$ cat src/design/utv_pkg.sv
`timescale 1ns / 1ps

package utv_pkg;

    localparam logic [7:0]  CtrlLimit   = 8'h20;
    localparam logic [7:0]  DelChar     = 8'h7f;
    localparam logic [7:0]  AsciiLimit  = 8'h80;
    localparam logic [7:0]  Lead2Low    = 8'hc2;
    localparam logic [7:0]  Lead2High   = 8'hdf;
    localparam logic [7:0]  Lead3Low    = 8'he0;
    localparam logic [7:0]  Lead3High   = 8'hef;
    localparam logic [7:0]  Lead4Low    = 8'hf0;
    localparam logic [7:0]  Lead4High   = 8'hf4;
    localparam logic [1:0]  ContMark    = 2'b10;
    localparam logic [20:0] Min3Byte    = 21'h000800;
    localparam logic [20:0] Min4Byte    = 21'h010000;
    localparam logic [20:0] MaxCode     = 21'h10ffff;
    localparam logic [20:0] SurrLow     = 21'h00d800;
    localparam logic [20:0] SurrHigh    = 21'h00dfff;
    localparam logic [8:0]  SatCount    = 9'd256;

    localparam logic [1:0]  SeqNone     = 2'd0;
    localparam logic [1:0]  SeqTwo      = 2'd1;
    localparam logic [1:0]  SeqThree    = 2'd2;
    localparam logic [1:0]  SeqFour     = 2'd3;

    typedef struct packed {
        logic [1:0]  pending;
        logic [20:0] codepoint;
        logic [1:0]  seq_class;
        logic [8:0]  seen_count;
        logic        failed;
    } utv_state_t;

    typedef struct packed {
        logic [8:0] byte_count;
        logic       is_valid;
    } utv_result_t;

endpackage

$ cat src/design/utv_step.sv
`timescale 1ns / 1ps

module utv_step (
    input  utv_pkg::utv_state_t  state,
    input  logic [7:0]           data_byte,
    input  logic                 has_byte,
    input  logic                 last_item,
    input  logic [7:0]           max_length,
    output utv_pkg::utv_state_t  state_next,
    output utv_pkg::utv_result_t result
);
    import utv_pkg::*;

    always_comb
    begin
        utv_state_t  s;
        logic [20:0] cp_new;
        s      = state;
        cp_new = {state.codepoint[14:0], data_byte[5:0]};
        if (has_byte)
        begin
            if (s.seen_count != SatCount)
                s.seen_count = s.seen_count + 9'd1;
            if (!s.failed)
            begin
                if (s.pending == 2'd0)
                begin
                    if (data_byte < AsciiLimit)
                    begin
                        if (data_byte < CtrlLimit || data_byte == DelChar)
                            s.failed = 1'b1;
                    end
                    else if (data_byte >= Lead2Low && data_byte <= Lead2High)
                    begin
                        s.codepoint = {16'd0, data_byte[4:0]};
                        s.pending   = 2'd1;
                        s.seq_class = SeqTwo;
                    end
                    else if (data_byte >= Lead3Low && data_byte <= Lead3High)
                    begin
                        s.codepoint = {17'd0, data_byte[3:0]};
                        s.pending   = 2'd2;
                        s.seq_class = SeqThree;
                    end
                    else if (data_byte >= Lead4Low && data_byte <= Lead4High)
                    begin
                        s.codepoint = {18'd0, data_byte[2:0]};
                        s.pending   = 2'd3;
                        s.seq_class = SeqFour;
                    end
                    else
                    begin
                        s.failed = 1'b1;
                    end
                end
                else if (data_byte[7:6] != ContMark)
                begin
                    s.failed = 1'b1;
                end
                else
                begin
                    s.pending = s.pending - 2'd1;
                    if (s.pending == 2'd0)
                    begin
                        if ((s.seq_class == SeqThree && cp_new < Min3Byte) ||
                            (s.seq_class == SeqFour && cp_new < Min4Byte) ||
                            cp_new > MaxCode ||
                            (cp_new >= SurrLow && cp_new <= SurrHigh))
                            s.failed = 1'b1;
                        s.seq_class = SeqNone;
                        s.codepoint = '0;
                    end
                    else
                    begin
                        s.codepoint = cp_new;
                    end
                end
            end
        end
        result.is_valid   = !s.failed && s.pending == 2'd0 && s.seen_count != 9'd0 &&
                            s.seen_count <= {1'b0, max_length};
        result.byte_count = s.seen_count;
        state_next        = last_item ? '0 : s;
    end

endmodule

$ cat src/design/utf8_text_validator_unit.sv
`timescale 1ns / 1ps

// strict utf-8 checker for byte strings: one byte per beat on the slave side, tuser set
// when tdata carries a byte, tlast closing the string. the block takes one beat every
// cycle unless stalled; each beat is held in the input register and decoded out of it,
// updating the string state, and the beat with tlast leaves one result (pass bit and
// byte count, saturating at 256) in the output register, which follows the input register.
// the decoder state register closing on itself sets that one-beat-per-cycle rate; only a
// closing beat waiting behind an untaken result stalls the input.
// max_length may be written only while no string result is outstanding.
module utf8_text_validator_unit (
    input  logic        clk,
    input  logic        rst_n,
    input  logic        cfg_valid,
    output logic        cfg_ready,
    input  logic [7:0]  cfg_data,        // max_length
    input  logic        s_axis_tvalid,
    output logic        s_axis_tready,
    input  logic [7:0]  s_axis_tdata,    // data_byte
    input  logic        s_axis_tuser,    // has_byte
    input  logic        s_axis_tlast,    // last_item
    output logic        m_axis_tvalid,
    input  logic        m_axis_tready,
    output logic [15:0] m_axis_tdata     // zero pad, byte_count[8:0], is_valid at bit 0
);
    import utv_pkg::*;

    logic        in_valid_reg;
    logic [7:0]  in_byte_reg;
    logic        in_has_reg;
    logic        in_last_reg;
    logic [7:0]  max_len_reg;
    logic        out_valid_reg;
    utv_result_t out_data_reg;
    utv_state_t  state_reg;
    utv_state_t  state_next;
    utv_result_t result_next;
    logic        advance;
    logic        s_accept;

    assign cfg_ready     = 1'b1;
    assign advance       = in_valid_reg && !(in_last_reg && out_valid_reg && !m_axis_tready);
    assign s_axis_tready = !in_valid_reg || advance;
    assign s_accept      = s_axis_tvalid && s_axis_tready;
    assign m_axis_tvalid = out_valid_reg;
    assign m_axis_tdata  = {6'd0, out_data_reg};

    utv_step u_step (
        .state      (state_reg),
        .data_byte  (in_byte_reg),
        .has_byte   (in_has_reg),
        .last_item  (in_last_reg),
        .max_length (max_len_reg),
        .state_next (state_next),
        .result     (result_next)
    );

    always_ff @(posedge clk or negedge rst_n)
    begin
        if (!rst_n)
        begin
            in_valid_reg  <= 1'b0;
            out_valid_reg <= 1'b0;
            max_len_reg   <= 8'd48;
            state_reg     <= '0;
        end
        else
        begin
            if (cfg_valid)
                max_len_reg <= cfg_data;
            if (s_accept)
                in_valid_reg <= 1'b1;
            else if (advance)
                in_valid_reg <= 1'b0;
            if (advance)
                state_reg <= state_next;
            if (advance && in_last_reg)
                out_valid_reg <= 1'b1;
            else if (m_axis_tready)
                out_valid_reg <= 1'b0;
        end
    end

    always_ff @(posedge clk)
    begin
        if (s_accept)
        begin
            in_byte_reg <= s_axis_tdata;
            in_has_reg  <= s_axis_tuser;
            in_last_reg <= s_axis_tlast;
        end
        if (advance && in_last_reg)
            out_data_reg <= result_next;
    end

    assert property (@(posedge clk) disable iff (!rst_n)
        state_reg.pending != 2'd0 |->
            state_reg.seq_class != SeqNone && state_reg.pending <= state_reg.seq_class)
        else $error("pending continuations exceed open sequence length");

    assert property (@(posedge clk) disable iff (!rst_n)
        state_reg.seq_class == SeqNone |-> state_reg.codepoint == 21'd0)
        else $error("partial code point left outside a sequence");

    assert property (@(posedge clk) disable iff (!rst_n)
        out_valid_reg && out_data_reg.is_valid |->
            out_data_reg.byte_count != 9'd0 && out_data_reg.byte_count < SatCount)
        else $error("passing string with impossible byte count");

    assert property (@(posedge clk) disable iff (!rst_n)
        in_valid_reg && in_last_reg && out_valid_reg && !m_axis_tready |=>
            in_valid_reg && $stable(state_reg))
        else $error("closing beat dropped while result stalled");

endmodule
$ cat config.mk
export PLATFORM = sky130hd
export DESIGN_NAME = utf8_text_validator_unit
export DESIGN_NICKNAME = d
export VERILOG_FILES = /design/src/design/utv_pkg.sv /design/src/design/utv_step.sv /design/src/design/utf8_text_validator_unit.sv
export SDC_FILE = /design/constraint.sdc
export NUM_CORES = 1
export LEC_CHECK = 0
export BUFFER_PORTS_ARGS = -buffer_cell sky130_fd_sc_hd__clkbuf_2
export CORE_ASPECT_RATIO = 1.75
export CORE_UTILIZATION = 52
export DETAILED_ROUTE_END_ITERATION = 7
export PLACE_DENSITY = 0.77
export SLEW_MARGIN = 20
export SYNTH_ARGS = -nofsm -noshare
export SYNTH_HDL_FRONTEND = slang
export SYNTH_SLANG_ARGS = --single-unit
export TNS_END_PERCENT = 30
$ cat constraint.sdc
create_clock -name clk -period 8.5 [get_ports clk]
set_input_delay 1.7 -clock clk [delete_from_list [all_inputs] [get_ports clk]]
set_output_delay 1.7 -clock clk [all_outputs]
set_load 0.05 [all_outputs]
# Yosys cells after proc, flatten, opt, wreduce, memory -nomap -nowiden
# Cells that the tools add are included.
# W data, S select, Z words.
classes:
  n_reduce_logical: 33
  shift: 0
  bitwise: 0
  muxes: 26
  div: 0
  n_addsub: 2
  multipliers: 0
  n_lt_le_gt_ge: 14
  n_eq_ne: 9
ops:
  columns: ["op", "count"]
  rows:
  - ["$mux W25", 7]
  - ["$mux W35", 2]
  - ["$ge A8 B8 Y1 const B", 3]
  - ["$le A8 B8 Y1 const B", 3]
  - ["$ge A21 B16 Y1 const B", 1]
  - ["$gt A21 B21 Y1 const B", 1]
  - ["$le A21 B16 Y1 const B", 1]
  - ["$lt A21 B12 Y1 const B", 1]
  - ["$lt A21 B17 Y1 const B", 1]
  - ["$mux W21", 1]
  - ["$logic_and A1 B1 Y1", 14]
  - ["$mux W1", 14]
  - ["$add A9 B1 Y9 const B", 1]
  - ["$le A9 B8 Y1", 1]
  - ["$mux W9", 1]
  - ["$ne A9 B9 Y1 const B", 1]
  - ["$reduce_bool A9 Y1", 1]
  - ["$eq A8 B7 Y1 const B", 1]
  - ["$lt A8 B6 Y1 const B", 1]
  - ["$lt A8 B8 Y1 const B", 1]
  - ["$reduce_and A7 Y1", 1]
  - ["$logic_not A2 Y1", 3]
  - ["$reduce_and A6 Y1", 1]
  - ["$reduce_bool A2 Y1", 3]
  - ["other kinds (10)", 19]
word_totals:
  mem_bits_ro: 0
  mem_count: 0
  latch_bits: 0
  out_inout_bits: 19
  ram_bits: 0
  wordCells: 97
  inputBits: 23
  reg_bits: 59

# Logic depth before layout (Yosys ltp)
# Gate-level depths: netlist (run 1).
depth:
  depth_word: 15
  mapped_depth: 12
  ltp_nobuf: 12

# Modules after synthesis
# From an unflattened synthesis (run 1), not the netlist that was laid out.
unflattened:
  hier_cells: 489
  area_unflattened_um2: 4595.7
by_module_without_submodules:
  columns: ["module", "area_per_inst_um2", "n_inst", "cells_each"]
  rows:
  - ["utf8_text_validator_unit", 3150.5, 1, 256]
  - ["utv_step", 1445.1, 1, 233]

# Worst setup path after synthesis (run 1)
# Ideal clock, no wire load.
synth_path:
  path_kind: "in2out"
  from: "input m_axis_tready"
  to: "output s_axis_tready"
  arrival_ns: 2.280
  path_stages: 1
  required_ns: 6.800
  setup_slack_ns: 4.520
  cell_sequence: "nand4b_1"
synth_between:
  elab_chain_cells: 5
synth_lines:
  columns: ["item", "line_no", "source"]
  rows:
  - ["start: declaration", "utf8_text_validator_unit.sv:23", "input logic m_axis_tready,"]
  - ["$logic_not A1 Y1", "utf8_text_validator_unit.sv:42", "assign advance = in_valid_reg && !(in_last_reg && out_valid_reg && !m_axis_tready);"]
  - ["$logic_and A1 B1 Y1", "utf8_text_validator_unit.sv:42", null]
  - ["$logic_not A1 Y1", "utf8_text_validator_unit.sv:42", null]
  - ["$logic_and A1 B1 Y1", "utf8_text_validator_unit.sv:42", null]
  - ["$logic_or A1 B1 Y1", "utf8_text_validator_unit.sv:43", "assign s_axis_tready = !in_valid_reg || advance;"]
  - ["end: declaration", "utf8_text_validator_unit.sv:18", "output logic s_axis_tready,"]
# No other way between the ends.

# Worst setup path after layout (run 1)
# Ends and elaborated chain as after synthesis.

==> impl_metrics.env, run 1 <==
export IMPL_timing_clock_skew_ns=0.00618
export IMPL_timing_rr_end="m_axis_tdata[0]"
export IMPL_core_region_area_um2=5880
export IMPL_drt_wirelength_per_cell_um=15.8
export IMPL_grt_overflow=0
export IMPL_worst_endpoint_arrival_ns=2.28
export IMPL_worst_setup_hold_path_clk_slew_ns=0.07
export IMPL_initial_core_util_pct=54.0
export IMPL_ys_warn_count=0
export IMPL_cts_hold_repair_buffers=0
export IMPL_area_added_between_synthesis_and_finish_pct=12.2
export IMPL_mostFrequentLayoutCells="sky130_fd_sc_hd__nand2_1, sky130_fd_sc_hd__dfrtp_1, sky130_fd_sc_hd__inv_1, sky130_fd_sc_hd__clkbuf_2, sky130_fd_sc_hd__o21ai_0"
export IMPL_numCtsBuffers=9
export IMPL_synth_top_cell_area_share_pct=29.2
export IMPL_synthFlopType="sky130_fd_sc_hd__dfrtp_1"
export IMPL_syn_avg_cell_area_um2=10.3
export IMPL_hold_path_class="reg -> reg"
export IMPL_critical_path_top_cell_by_count="sky130_fd_sc_hd__clkbuf_2"
export IMPL_regToRegStartpoint="in_has_reg"
export IMPL_fill_cells=505
export IMPL_switching_share_pct=28.0
export IMPL_synth_seq_area_share_pct=49.8
export IMPL_floorplan_die_area_um2=6430
export IMPL_postSynthRegisterBits=59
export IMPL_synth_enable_flop_cells=20
export IMPL_cts_setup_buffers=0
export IMPL_drv_slew=0
export IMPL_antenna_violating_nets_post_route=0
export IMPL_min_period_ns=3.98
export IMPL_post_synth_design_cell_area_um2=3170
export IMPL_power_clock_fraction_pct=38.2
export IMPL_crit_path_max_incr_delay_ns=0.28
export IMPL_timing_reg2reg_worst_path_depth=10
export IMPL_final_seq_area_um2=1580
export IMPL_finalHoldViolations=0
export IMPL_drt_initial_drc_count=112
export IMPL_status="finished clean"
export IMPL_power_leakage_uw=0.00156
export IMPL_clock_tree_from_tritoncts="built"
export IMPL_postCtsResizedCells=0
export IMPL_power_frac_comb_pct=16.9
export IMPL_die_width_um=61.1
export IMPL_switchingPower_uw=205
export IMPL_finalSetupViolCount=0
export IMPL_synth_top_cells_by_area="sky130_fd_sc_hd__dfrtp_1, sky130_fd_sc_hd__edfxtp_1, sky130_fd_sc_hd__ha_1, sky130_fd_sc_hd__mux2i_1, sky130_fd_sc_hd__nand2_1"
export IMPL_critical_path_type="in -> out"
export IMPL_timing_setup_tns_ns=0
export IMPL_dpl_cell_area_um2=3340
export IMPL_final_layout_size_suffix_gt1_share_pct=17.4
export IMPL_top_fanout_value_on_the_critical_path=3
export IMPL_met2_wirelength_um=3660
export IMPL_slew_margin_rel_pct=40.3
export IMPL_multi_input_gate_area_um2=1370
export IMPL_setup_slack_on_the_worst_flop_to_flop_path_ns=5.27
export IMPL_hold_path_cell_count=1
export IMPL_netlist_cell_type_count=59
export IMPL_cp_end_kind="output pin"
export IMPL_vias=2384
export IMPL_synthCells=308
export IMPL_intPower_uw=527
export IMPL_power_frac_seq_pct=44.9
export IMPL_place_port_buffers=34
export IMPL_grt_start_max_net_pins=40
export IMPL_timing_critical_path_slowest_stage_cell="sky130_fd_sc_hd__clkbuf_2"
export IMPL_die_h_um=105
export IMPL_cts_root_buf="sky130_fd_sc_hd__clkbuf_8"
export IMPL_fin_area_um2=3560
export IMPL_whs_endpoint="state_reg[15]"
export IMPL_synthDominantAreaCellType="sky130_fd_sc_hd__dfrtp_1"
export IMPL_gp_routability_congestion=0.961
export IMPL_clkSinkCount=59
export IMPL_largest_register_ffs=29
export IMPL_initial_antenna_violation_count=0
export IMPL_route_detailed_vias_per_inst=5.64
export IMPL_max_freq_mhz=251
export IMPL_remaining_drc_errors=0
export IMPL_async_flop_share_pct=66.1
export IMPL_std_cell_rows=37
export IMPL_worst_pin_slew_ns=0.896
export IMPL_antenna_diode_count=0
export IMPL_grt_pass1_vias=2459
export IMPL_worstHoldStart="state_reg[15]"
export IMPL_met1Wirelength_um=2440
export IMPL_timing_critical_path_cells="clkbuf_2, nand4b_1, clkbuf_2"
export IMPL_floorplan_io_pins=42
export IMPL_timing_max_cap_violations=0
export IMPL_drtPass1Iterations=4
export IMPL_grt_pass1_wl_um=11100
export IMPL_timing_final_crit_share_pct=46.8
export IMPL_timing_critical_path_from_type="primary input"
export IMPL_htree_num_levels=3
export IMPL_finalWirelength_um=6700
export IMPL_rsz0062_at_grt="false"
export IMPL_power_per_cell_area_nw_per_um2=206
export IMPL_required_time_of_the_critical_path_ns=6.80
export IMPL_nets=375
export IMPL_maxUsedRoutingLayer="met4"
export IMPL_gr_usage_all_layers_pct=24.1
export IMPL_clock_latency_ns=0.34
export IMPL_clock_tree_buffer_depth=2
export IMPL_peak_supply_drop_mv=0.181
export IMPL_routed_wl_met3_um=206
export IMPL_detailedPlacementHpwl_um=5020
==> kinds of logic after synthesis <==
logic type / Yosys count / share of synthesized area, %
buffers and inverters: 51 / 7.57
xor gates and xnor gates: 6 / 1.66
and+or+nand+nor: 94 / 15.9
DFF: 59 / 49.8
AOI/OAI and AO/OA: 65 / 14.0
adders and majority gates: 12 / 4.73
other: 2 / 0.237
muxes: 19 / 6.19
==> worst max-delay path by stage <==
stage,from,to,slack (ns),cells after the start
detailed placement,m_axis_tready,s_axis_tready,4.52,3
global placement,m_axis_tready,s_axis_tready,4.55,3
CTS,m_axis_tready,s_axis_tready,4.52,3
floorplan,m_axis_tready,s_axis_tready,4.52,1
global route,m_axis_tready,s_axis_tready,4.46,3
finish,m_axis_tready,s_axis_tready,4.52,3
==> layer usage <==
layer  up-vias  GRT usage [%]
met3        27           5.28
met2        47           41.1
met1      1157           24.1
met5         -              0
li1       1153              -
met4         0           17.4
==> power groups by stage <==
stage	clock network (µW)	registers [µW]	logic [µW]
2_1_floorplan	0	341	84.0
3_3_place_gp	0	333	121
3_5_place_dp	0	334	124
4_1_cts	288	328	125
5_1_grt	298	330	136
6_report	280	329	124
==> worst max-delay path: cells and delay by family <==
| family | cells | cell delay, ns |
|---|---|---|
| and+or+nand+nor | 1 | 0.21 |
| buffers and inverters | 2 | 0.37 |
==> through the flow <==
step	total power (µW)	cells	hold slack [ns]	util, %	setup WS, ns
finish	732	423	0.495	60.5	4.52
global route	765	423	0.527	60.5	4.46
floorplan	425	313	0.458	-	4.52
CTS	741	423	0.495	60.5	4.52
detailed placement	458	407	0.480	56.9	4.52
global placement	454	407	0.471	56.9	4.55
==> cells in the mapped netlist (2+ instances only) <==
cell / number
sky130_fd_sc_hd__nor4_1: 6
sky130_fd_sc_hd__and4_1: 2
sky130_fd_sc_hd__a21o_1: 2
sky130_fd_sc_hd__o221ai_1: 2
sky130_fd_sc_hd__buf_2: 3
sky130_fd_sc_hd__nand3_1: 5
sky130_fd_sc_hd__inv_1: 33
sky130_fd_sc_hd__or4_1: 2
sky130_fd_sc_hd__ha_1: 12
sky130_fd_sc_hd__nor2_1: 8
sky130_fd_sc_hd__a311oi_1: 2
sky130_fd_sc_hd__o31a_1: 2
sky130_fd_sc_hd__buf_6: 2
sky130_fd_sc_hd__and2_1: 3
sky130_fd_sc_hd__nor2b_1: 2
sky130_fd_sc_hd__mux2i_1: 14
sky130_fd_sc_hd__mux2_2: 4
sky130_fd_sc_hd__conb_1: 2
sky130_fd_sc_hd__o21ai_1: 2
sky130_fd_sc_hd__o31ai_1: 3
sky130_fd_sc_hd__dfstp_2: 2
sky130_fd_sc_hd__clkbuf_1: 5
sky130_fd_sc_hd__nor3b_1: 4
sky130_fd_sc_hd__nor3_1: 4
sky130_fd_sc_hd__o21ai_0: 22
sky130_fd_sc_hd__a21oi_1: 10
sky130_fd_sc_hd__nand2b_1: 4
sky130_fd_sc_hd__edfxtp_1: 20
sky130_fd_sc_hd__or4b_4: 2
sky130_fd_sc_hd__a22o_1: 5
sky130_fd_sc_hd__nand4b_1: 2
sky130_fd_sc_hd__nand2_1: 37
sky130_fd_sc_hd__xnor2_1: 5
sky130_fd_sc_hd__buf_4: 8
sky130_fd_sc_hd__or3_1: 2
sky130_fd_sc_hd__nand4_1: 5
sky130_fd_sc_hd__dfrtp_1: 37
sky130_fd_sc_hd__and3_1: 2
==> final cells by class <==
cell class / count / area share (%)
clock buffer: 10 / 3.87
clock inverter: 6 / 2.21
inverter: 33 / 3.48
multi-input combinational: 203 / 38.6
sequential: 59 / 44.4
tap: 78 / 2.74
timing repair buffer: 34 / 4.78
Note: power is estimated with default switching activity, not from simulation.
==> run 2: changes to the inputs <==
ABC_AREA = 1   (was not set)
PLACE_DENSITY = 0.8   (was 0.77)
clock period = 3.33 ns   (was 8.5 ns; I/O delays follow)
==> run 2 against run 1 <==
Combinational power grew to 3.6 times the previous value. Clock power rose to 2.6 times the previous value. Cell count increased by 22%. Worst setup slack got worse by 3.9 ns. Clock skew increased by 0.00057 ns. Worst hold slack worse by 0.048 ns. Critical path depth increased by 18. Critical endpoint is now m_axis_tdata[0]. Highest routed layer unchanged.
==> impl_metrics.env, run 2 <==
export IMPL_status="finished clean"
export IMPL_min_period_ns=2.66
export IMPL_final_layout_size_suffix_gt1_share_pct=17.5
export IMPL_cp_end_kind="flop"
export IMPL_drv_slew=0
export IMPL_nets=465
export IMPL_synthCells=393
export IMPL_timing_critical_path_slowest_stage_cell="sky130_fd_sc_hd__dfrtp_1"
export IMPL_timing_clock_skew_ns=0.00675
export IMPL_required_time_of_the_critical_path_ns=3.43
export IMPL_route_detailed_vias_per_inst=5.23
export IMPL_worst_endpoint_arrival_ns=2.77
export IMPL_top_fanout_value_on_the_critical_path=6
export IMPL_synthFlopType="sky130_fd_sc_hd__dfrtp_1"
export IMPL_cts_setup_buffers=0
export IMPL_finalHoldViolations=0
export IMPL_initial_antenna_violation_count=0
export IMPL_power_per_cell_area_nw_per_um2=553
export IMPL_drt_initial_drc_count=92
export IMPL_core_region_area_um2=6180
export IMPL_layout_commonest_cell="sky130_fd_sc_hd__nand2_1"
export IMPL_max_freq_mhz=376
export IMPL_netlist_cell_type_count=37
export IMPL_crit_path_max_incr_delay_ns=0.42
export IMPL_antenna_violating_nets_post_route=0
export IMPL_syn_avg_cell_area_um2=8.41
export IMPL_use_met2_pct=44.3
export IMPL_slew_margin_rel_pct=40.8
export IMPL_gp_routability_congestion=0.901
export IMPL_power_leakage_uw=0.00186
export IMPL_clock_tree_buffer_depth=2
export IMPL_std_cell_rows=38
export IMPL_setup_slack_on_the_worst_flop_to_flop_path_ns=0.67
export IMPL_timing_final_crit_share_pct=80.0
export IMPL_die_h_um=107
export IMPL_htree_num_levels=3
export IMPL_fin_worst_hold_slack_ns=0.446
export IMPL_async_flop_share_pct=66.1
export IMPL_ys_warn_count=0
export IMPL_grt_start_max_net_pins=40
export IMPL_timing_critical_path_from_type="flop"
export IMPL_globalRoute_busiestLayer="met2"
export IMPL_synth_top_cells_by_area="sky130_fd_sc_hd__dfrtp_1, sky130_fd_sc_hd__edfxtp_1, sky130_fd_sc_hd__nand2_1, sky130_fd_sc_hd__inv_1, sky130_fd_sc_hd__ha_1"
export IMPL_gr_usage_all_layers_pct=24.0
export IMPL_floorplan_die_area_um2=6690
export IMPL_numCtsBuffers=9
export IMPL_synthDominantAreaCellType="sky130_fd_sc_hd__dfrtp_1"
export IMPL_grt_overflow=0
export IMPL_antenna_diode_count=0
export IMPL_critical_path_type="reg -> reg"
export IMPL_finalSetupViolCount=0
export IMPL_final_critical_path_setup_slack_ns=0.668
export IMPL_synth_seq_area_share_pct=47.8
export IMPL_timing_critical_path_cells="ha_1, nand2_1, nor2_4, xor2_1, nand2_1, o21ai_1, inv_1, ha_1, nand2_1, nor2_1, nand2_1, nand3_1, nand2_1, nand2_1, nand2_1, nand2_1, nand2_1, nand2_1, nor2_1, nand2_1, nor2_1"
export IMPL_drt_wirelength_per_cell_um=13.8
export IMPL_worst_pin_slew_ns=0.889
export IMPL_initial_core_util_pct=53.4
export IMPL_post_synth_top_count_cell="sky130_fd_sc_hd__nand2_1"
export IMPL_postCtsResizedCells=0
export IMPL_timing_max_cap_violations=0
export IMPL_post_place_ws_ns=0.718
export IMPL_postSynthRegisterBits=59
export IMPL_peak_supply_drop_mv=0.403
export IMPL_finalWirelength_um=7130
export IMPL_detailedPlacementHpwl_um=5380
export IMPL_globalRouteMet1Util_pct=23.3
export IMPL_clock_latency_ns=0.34
export IMPL_die_width_um=62.3
export IMPL_synth_top_cell_area_share_pct=28.0
export IMPL_clkSinkCount=59
export IMPL_drtPass1Iterations=7
export IMPL_mostFrequentLayoutCells="sky130_fd_sc_hd__nand2_1, sky130_fd_sc_hd__inv_1, sky130_fd_sc_hd__dfrtp_1, sky130_fd_sc_hd__clkbuf_2, sky130_fd_sc_hd__nor2_1"
export IMPL_vias=2693
export IMPL_remaining_drc_errors=0
export IMPL_place_port_buffers=34
export IMPL_worst_setup_hold_path_clk_slew_ns=0.07
export IMPL_rsz0062_at_grt="false"
export IMPL_cts_root_buf="sky130_fd_sc_hd__clkbuf_8"
export IMPL_hold_path_class="in -> async"
export IMPL_post_synth_design_cell_area_um2=3300
export IMPL_fill_cells=569
export IMPL_largest_register_ffs=29
export IMPL_synth_enable_flop_cells=20
export IMPL_clock_tree_from_tritoncts="built"
export IMPL_cts_hold_repair_buffers=0
export IMPL_timing_setup_tns_ns=0
export IMPL_area_added_between_synthesis_and_finish_pct=12.7
export IMPL_post_route_util_pct=60.2
export IMPL_synth_top_cells_by_count="sky130_fd_sc_hd__nand2_1, sky130_fd_sc_hd__inv_1, sky130_fd_sc_hd__dfrtp_1, sky130_fd_sc_hd__nor2_1, sky130_fd_sc_hd__nand3_1"
export IMPL_grt_pass1_vias=2722
export IMPL_grt_pass1_wl_um=12100
export IMPL_critical_path_top_cell_by_count="sky130_fd_sc_hd__nand2_1"
export IMPL_global_route_usage_met3_pct=5.51
export IMPL_floorplan_io_pins=42
==> run 2: cell types whose count changed after synthesis, sizes merged, moves of 9 or more <==
cell,change
mux2i,-14
o22ai,+9
inv,+31
nand3,+27
nor2,+24
nand2,+65
o21ai,+13
==> run 2: cell type report <==
class | instances | area [µm²] | area share, %
Clock buffer | 12 | 155 | 4.17
Clock inverter | 4 | 72.6 | 1.95
Inverter | 66 | 253 | 6.79
Multi-Input combinational cell | 259 | 1390 | 37.2
Sequential cell | 59 | 1580 | 42.4
Tap cell | 80 | 100 | 2.69
Timing Repair Buffer | 35 | 178 | 4.77
==> run 2: per-layer routing <==
metal | share of wire (%) | wire, µm | vias up
met1 | 36 | 2580 | 1254
li1 | - | - | 1336
met4 | 4.9 | 352 | 0
met3 | 3.4 | 242 | 30
met5 | 0 | 0 | -
met2 | 56 | 3960 | 73
==> run 2: logic make-up (layout without fill, tap and decap cells) <==
logic type	count (synthesis)	after routing	share of synthesized area, %
simple gates	179	179	25.5
flops	59	59	47.8
compound gates	57	57	10.0
buf+inv	80	117	10.8
other cells	2	7	0.227
xor+xnor	3	3	0.796
fa+ha+maj	12	12	4.55
mux	1	1	0.341
==> run 2: final timing paths <==
check	start	end	cells past startpoint
worst max-delay path	state_reg[1]	m_axis_tdata[0]	21
worst min-delay path	rst_n	state_reg[13]	1
worst max register to register	state_reg[1]	m_axis_tdata[0]	21
worst min register to register	state_reg[14]	state_reg[14]	2
max in group asynchronous	rst_n	max_len_reg[6]	1
min in group clk	state_reg[14]	state_reg[14]	2
==> run 2: where the power goes <==
part	total, µW	leakage (µW)	internal [µW]	switching, µW
clock network	741	0.000113	461	280
logic	445	0.00104	132	313
registers	871	0.000707	818	53.7
==> run 2: through the flow <==
step / cell area [µm²] / instances / power, µW
after detailed placement: 3500 / 499 / 1320
after floorplan: 3320 / 398 / 1220
after global placement: 3500 / 499 / 1310
after CTS: 3720 / 515 / 2070
final: 3720 / 515 / 2060
after global routing: 3720 / 515 / 2170
==> run 2: critical path: cells and delay by family, from the launching register on <==
family	cells	cell delay (ns)
flip-flops	1	0.42
AND/OR/NAND/NOR	16	1.10
buffers and inverters	1	0.09
AO/OA/AOI/OAI	1	0.15
XOR/XNOR	1	0.15
adder cells (fa/ha/maj)	2	0.50
